<file path="config.mk">
export PLATFORM = sky130hd
export DESIGN_NAME = tecpid_shaper
export DESIGN_NICKNAME = d
export VERILOG_FILES = /design/src/tec_pid_pwm_controller_core_assert.svh /design/src/tecpid_pkg.sv /design/src/tecpid_shaper.sv
export SDC_FILE = /design/constraint.sdc
export NUM_CORES = 1
export LEC_CHECK = 0
export ABC_AREA = 0
export BUFFER_PORTS_ARGS = -buffer_cell sky130_fd_sc_hd__buf_2
export CORE_UTILIZATION = 40
export DETAILED_ROUTE_END_ITERATION = 6
export GPL_TIMING_DRIVEN = 0
export PLACE_DENSITY = 0.69
export SLEW_MARGIN = 20
export SYNTH_ARGS = -nofsm -noshare
export SYNTH_HDL_FRONTEND = slang
export SYNTH_SLANG_ARGS = --single-unit
</file>
<file path="constraint.sdc">
create_clock -name vclk -period 15.1
set_clock_uncertainty 0.1 [all_clocks]
set_input_delay 1.51 -clock vclk [all_inputs]
set_output_delay 1.51 -clock vclk [all_outputs]
set_load 0.005 [all_outputs]
</file>
<file path="src/tec_pid_pwm_controller_core_assert.svh">
// assertion macros shared by the tec pid pwm controller rtl
// no dependencies; bodies compile away when SYNTHESIS is defined
`ifndef TEC_PID_PWM_CONTROLLER_CORE_ASSERT_SVH
`define TEC_PID_PWM_CONTROLLER_CORE_ASSERT_SVH
`ifndef SYNTHESIS
// same-cycle implication
`define TECPID_ASSERT_NOW(label, clk, rst_n, ante, cons, msg) \
    label: assert property (@(posedge clk) disable iff (!(rst_n)) (ante) |-> (cons)) \
        else $error(msg);
// next-cycle implication
`define TECPID_ASSERT_NEXT(label, clk, rst_n, ante, cons, msg) \
    label: assert property (@(posedge clk) disable iff (!(rst_n)) (ante) |=> (cons)) \
        else $error(msg);
`else
`define TECPID_ASSERT_NOW(label, clk, rst_n, ante, cons, msg)
`define TECPID_ASSERT_NEXT(label, clk, rst_n, ante, cons, msg)
`endif
`endif

</file>
<file path="src/tecpid_pkg.sv">
// types and constants for the tec pid pwm controller
// used by tecpid_shaper and tec_pid_pwm_controller_core
`default_nettype none
package tecpid_pkg;

    localparam int unsigned DATA_W  = 16;
    localparam int unsigned ERR_W   = 17;
    localparam int unsigned DELTA_W = 18;
    localparam int unsigned ESUM_W  = 32;
    localparam int unsigned SUM_W   = 50;
    localparam int unsigned IDX_W   = 3;

    typedef enum logic [IDX_W-1:0] {
        REG_SETPOINT      = 3'd0,
        REG_PROP_GAIN     = 3'd1,
        REG_INTEG_GAIN    = 3'd2,
        REG_DERIV_GAIN    = 3'd3,
        REG_PWM_PERIOD    = 3'd4,
        REG_OUT_FLOOR     = 3'd5,
        REG_CURRENT_LIMIT = 3'd6
    } reg_idx_t;

    typedef struct packed {
        logic signed [DATA_W-1:0] measured_temp;
        logic        [DATA_W-1:0] load_current;
    } in_t;

    typedef struct packed {
        logic [DATA_W-1:0] duty;
        logic [DATA_W-1:0] pid_level;
        logic              over_current;
        logic              below_target;
    } out_t;

    // status bits carried down the pipeline with each transaction
    typedef struct packed {
        logic over_current;
        logic below_target;
    } flags_t;

endpackage
`default_nettype wire

</file>
<file path="src/tecpid_shaper.sv">
// output shaping: clamps the pid sum to a level, inverts it to a drive
// (zero below target) and applies the overcurrent cut; depends on tecpid_pkg
`default_nettype none
module tecpid_shaper (
    input  wire logic signed [tecpid_pkg::SUM_W-1:0]  sum,
    input  wire logic        [tecpid_pkg::DATA_W-1:0] pwm_period,
    input  wire logic        [tecpid_pkg::DATA_W-1:0] out_floor,
    input  wire tecpid_pkg::flags_t                   flags,
    output tecpid_pkg::out_t                          result
);

    logic signed [tecpid_pkg::SUM_W-1:0] period_q8;
    logic        [tecpid_pkg::DATA_W-1:0] floor_capped;
    logic        [tecpid_pkg::DATA_W-1:0] level;
    logic        [tecpid_pkg::DATA_W-1:0] drive;
    logic        [tecpid_pkg::DATA_W:0]   drive_x2;
    logic        [tecpid_pkg::DATA_W-1:0] duty;

    assign period_q8 = $signed({{(tecpid_pkg::SUM_W - tecpid_pkg::DATA_W - 8){1'b0}},
                                pwm_period, 8'h00});
    assign floor_capped = (out_floor > pwm_period) ? pwm_period : out_floor;

    always_comb begin
        if (sum > period_q8) begin
            level = pwm_period;
        end else if (sum[tecpid_pkg::SUM_W-1]) begin
            level = floor_capped;
        end else begin
            // sum is at most period*256 here, so bits 23:8 hold the whole level
            level = sum[tecpid_pkg::DATA_W+7:8];
        end
    end

    assign drive    = flags.below_target ? '0 : (pwm_period - level);
    assign drive_x2 = {drive, 1'b0};

    // drive never exceeds the period, so 2*drive/period is 0, 1 or 2
    always_comb begin
        if (!flags.over_current) begin
            duty = drive;
        end else if (pwm_period == '0) begin
            duty = '0;
        end else if (drive == pwm_period) begin
            duty = 16'd2;
        end else if (drive_x2 >= {1'b0, pwm_period}) begin
            duty = 16'd1;
        end else begin
            duty = '0;
        end
    end

    assign result.duty         = duty;
    assign result.pid_level    = level;
    assign result.over_current = flags.over_current;
    assign result.below_target = flags.below_target;

endmodule
`default_nettype wire
</file>
==> results.py <==
metrics = {
    "run_status": {
        "outcome": "finished, final reports clean",
    },
    "die": {
        "floorplan.initialDensity": 0.4121,
        "die_area_um2": 9322,
        "boundaryPins": 118,
        "std_cell_rows": 34,
        "die_span_in_x_um": 96.55,
        "die_h_um": 96.55,
        "placeableCoreArea_um2": 8678,
    },
    "sta": {
        "final_setup_viols": 0,
        "pins_over_slew_limit": 0,
        "layout_min_cycle_time_ps": 10570,
        "finalHoldWorstSlack_ps": 3221,
        "final_min_period_over_clock_period": 0.7003,
        "fin_ws_ps": 4526,
        "max-slew-margin-rel": 0.3211,
        "setup_tns_ps": 0,
        "clock.fmax_mhz": 94.57,
        "hold_viol_final": 0,
        "worstMarginPinSlew_ps": 1012,
        "rsz0062_at_grt": "no",
    },
    "layout": {
        "antenna_cells": 0,
        "final_net_count": 807,
        "multiInputGateArea_um2": 3289,
        "drive_gt1_frac": 0.2152,
        "final.clkbuf_count": 0,
        "design.seq.count": 0,
        "fillers": 961,
        "final_core_utilization": 0.4951,
        "ff_latch_area_um2": 0,
        "flow.area_growth_from_synthesis_pct": 20.15,
    },
    "routing": {
        "ant_nets": 0,
        "drt_first_pass_iters": 5,
        "dr_total_vias": 4702,
        "postRouteWirelength_um": 14360,
        "detail_route.drc_violations": 0,
        "post_drt_wl_per_cell_um": 18.70,
        "dr.first_iter.drc_count": 306,
        "vias_per_cell": 6.122,
    },
    "grt": {
        "grt_pass1_wl_um": 22620,
        "grt_start_max_net_pins": 11,
        "first_global_vias": 4324,
        "grt.overflow.total": 0,
        "number_of_antenna_violations_at_the_first_check_in_global_routing": 0,
        "groute.usage.overall": 0.3163,
    },
    "power_and_ir_drop": {
        "clock_power_share": 0,
        "power.leakage_uw": 0.002068,
        "power_frac_seq": 0,
        "report.power.total_uw": 212.7,
        "intPower_uw": 84.01,
        "p_comb_frac": 1.000,
        "switching_power_uw": 128.7,
        "power-per-cell-area_nw_per_um2": 49.50,
        "power_switching_share": 0.6050,
        "largest_voltage_drop_on_the_vdd_net_uv": 25.53,
    },
    "yosys": {
        "syn-cell-area_um2": 3576,
        "syn_inst": 543,
        "yosys_warnings": 0,
        "synthMostInstantiatedCell": "sky130_fd_sc_hd__ha_1",
        "synth_top_cell_area_share": 0.2099,
        "synth_top_cells_by_count": "sky130_fd_sc_hd__ha_1, sky130_fd_sc_hd__a21oi_1, sky130_fd_sc_hd__nor2_1",
        "cells_taking_the_most_area_after_synthesis": "sky130_fd_sc_hd__ha_1, sky130_fd_sc_hd__a21oi_1, sky130_fd_sc_hd__nor2_1, sky130_fd_sc_hd__nand2_1, sky130_fd_sc_hd__inv_1",
        "yosys.area.top_type": "sky130_fd_sc_hd__ha_1",
        "synth_cell_type_count": 79,
        "synth.avg_cell_area_um2": 6.586,
        "synth_seq_area_share": 0,
        "synthesis.nets": 688,
    },
    "critical_path": {
        "timing_worst_setup_path_type": "input pin to output port",
        "cp-startpoint": "pwm_period[2]",
        "worst-endpoint-required_ps": 13490,
        "critical_path.startpoint_type": "input pin",
        "critPathArrivalTime_ps": 8960,
        "timing.critical_path.fanout_max": 10,
        "crit_path_end_kind": "output port",
    },
    "placed_design": {
        "placement.setup.worst_slack_ps": 4750,
        "gp_congestion": 0.9611,
        "dp_hpwl_um": 12250,
        "count_of_buffers_inserted_at_the_top_level_ports": 117,
    },
    "min_path": {
        "min_path_type": "input pin to output port",
        "hold_path_startpoint": "flags[1]",
    },
    "clock_network": {
        "cts-hold-fix-buffers": 0,
        "number_of_gates_resized_after_cts": 0,
        "cts.repair_timing.setup_buffer_count": 0,
    },
    "flow_run": {
        "cap_viol_max_count": 0,
    },
}
power groups by stage:
stage                     logic, uW  registers (uW)  clock network [uW]
after CTS                       209               0                   0
after global routing            235               0                   0
after floorplan                 140               0                   0
after detailed placement        207               0                   0
after global placement          204               0                   0
final                           213               0                   0
worst max-delay path, cell delays in order:
cell	delay (ps)
sky130_fd_sc_hd__clkbuf_1	420
sky130_fd_sc_hd__inv_1	320
sky130_fd_sc_hd__ha_1	360
sky130_fd_sc_hd__nand4_1	110
sky130_fd_sc_hd__nor4_1	410
sky130_fd_sc_hd__nand4_1	150
sky130_fd_sc_hd__a211oi_1	870
sky130_fd_sc_hd__clkbuf_1	480
sky130_fd_sc_hd__nand2_1	90
sky130_fd_sc_hd__o21ai_0	90
sky130_fd_sc_hd__a21oi_1	130
sky130_fd_sc_hd__ha_1	360
sky130_fd_sc_hd__a21oi_1	300
sky130_fd_sc_hd__o21bai_1	140
sky130_fd_sc_hd__a21oi_1	260
sky130_fd_sc_hd__o21ai_1	180
sky130_fd_sc_hd__o22ai_4	320
sky130_fd_sc_hd__mux2i_1	430
sky130_fd_sc_hd__inv_1	90
sky130_fd_sc_hd__ha_1	290
sky130_fd_sc_hd__o21a_1	110
sky130_fd_sc_hd__o21a_1	100
sky130_fd_sc_hd__o21ai_0	80
sky130_fd_sc_hd__a211o_1	290
sky130_fd_sc_hd__maj3_1	350
sky130_fd_sc_hd__o221ai_1	330
sky130_fd_sc_hd__a31o_1	230
sky130_fd_sc_hd__buf_2	120
cell type report:
class,instances,share of cell area
plain buffers,26,0.02737
inverters,45,0.03931
multi-input cells,472,0.7656
well taps,108,0.03145
repair buffers,117,0.1363
final timing paths:
path,endpoint,slack (ps),cells past startpoint
worst max-delay path,result[18],4530,28
worst min-delay path,result[1],3220,3
routing by layer:
| layer | GRT usage | vias to the layer above | part of all wire |
|---|---|---|---|
| met4 | 0.09436 | 0 | 0.034 |
| met1 | 0.4339 | 2132 | 0.43 |
| met2 | 0.5076 | 258 | 0.43 |
| met3 | 0.04695 | 33 | 0.098 |
| li1 | - | 2279 | - |
| met5 | 0 | - | 0 |
placed cells by master, fill, tap and decap left out, types with 11 or more instances in the layout:
master	count
sky130_fd_sc_hd__nand3_1	11
sky130_fd_sc_hd__inv_1	42
sky130_fd_sc_hd__a21o_1	16
sky130_fd_sc_hd__a21oi_1	55
sky130_fd_sc_hd__buf_2	118
sky130_fd_sc_hd__nand2_1	44
sky130_fd_sc_hd__ha_1	60
sky130_fd_sc_hd__nor2_1	53
sky130_fd_sc_hd__clkbuf_1	21
sky130_fd_sc_hd__nand4_1	15
sky130_fd_sc_hd__nor3_1	23
sky130_fd_sc_hd__nor2b_1	11
sky130_fd_sc_hd__o21ai_0	29
sky130_fd_sc_hd__o21a_1	12
metrics by stage:
stage / instances / instance area, um2
global route: 768 / 4297
CTS: 768 / 4297
global placement: 768 / 4297
finish: 768 / 4297
detailed placement: 768 / 4297
floorplan: 543 / 3576
kinds of logic after synthesis:
kind of cell               share of synthesized area
xor gates and xnor gates                     0.03184
and+or+nand+nor                               0.3027
AOI/OAI and AO/OA                             0.3489
buffers and inverters                        0.08012
muxes                                        0.01819
adders and majority gates                     0.2183
Power figures use the tool's default switching activity.
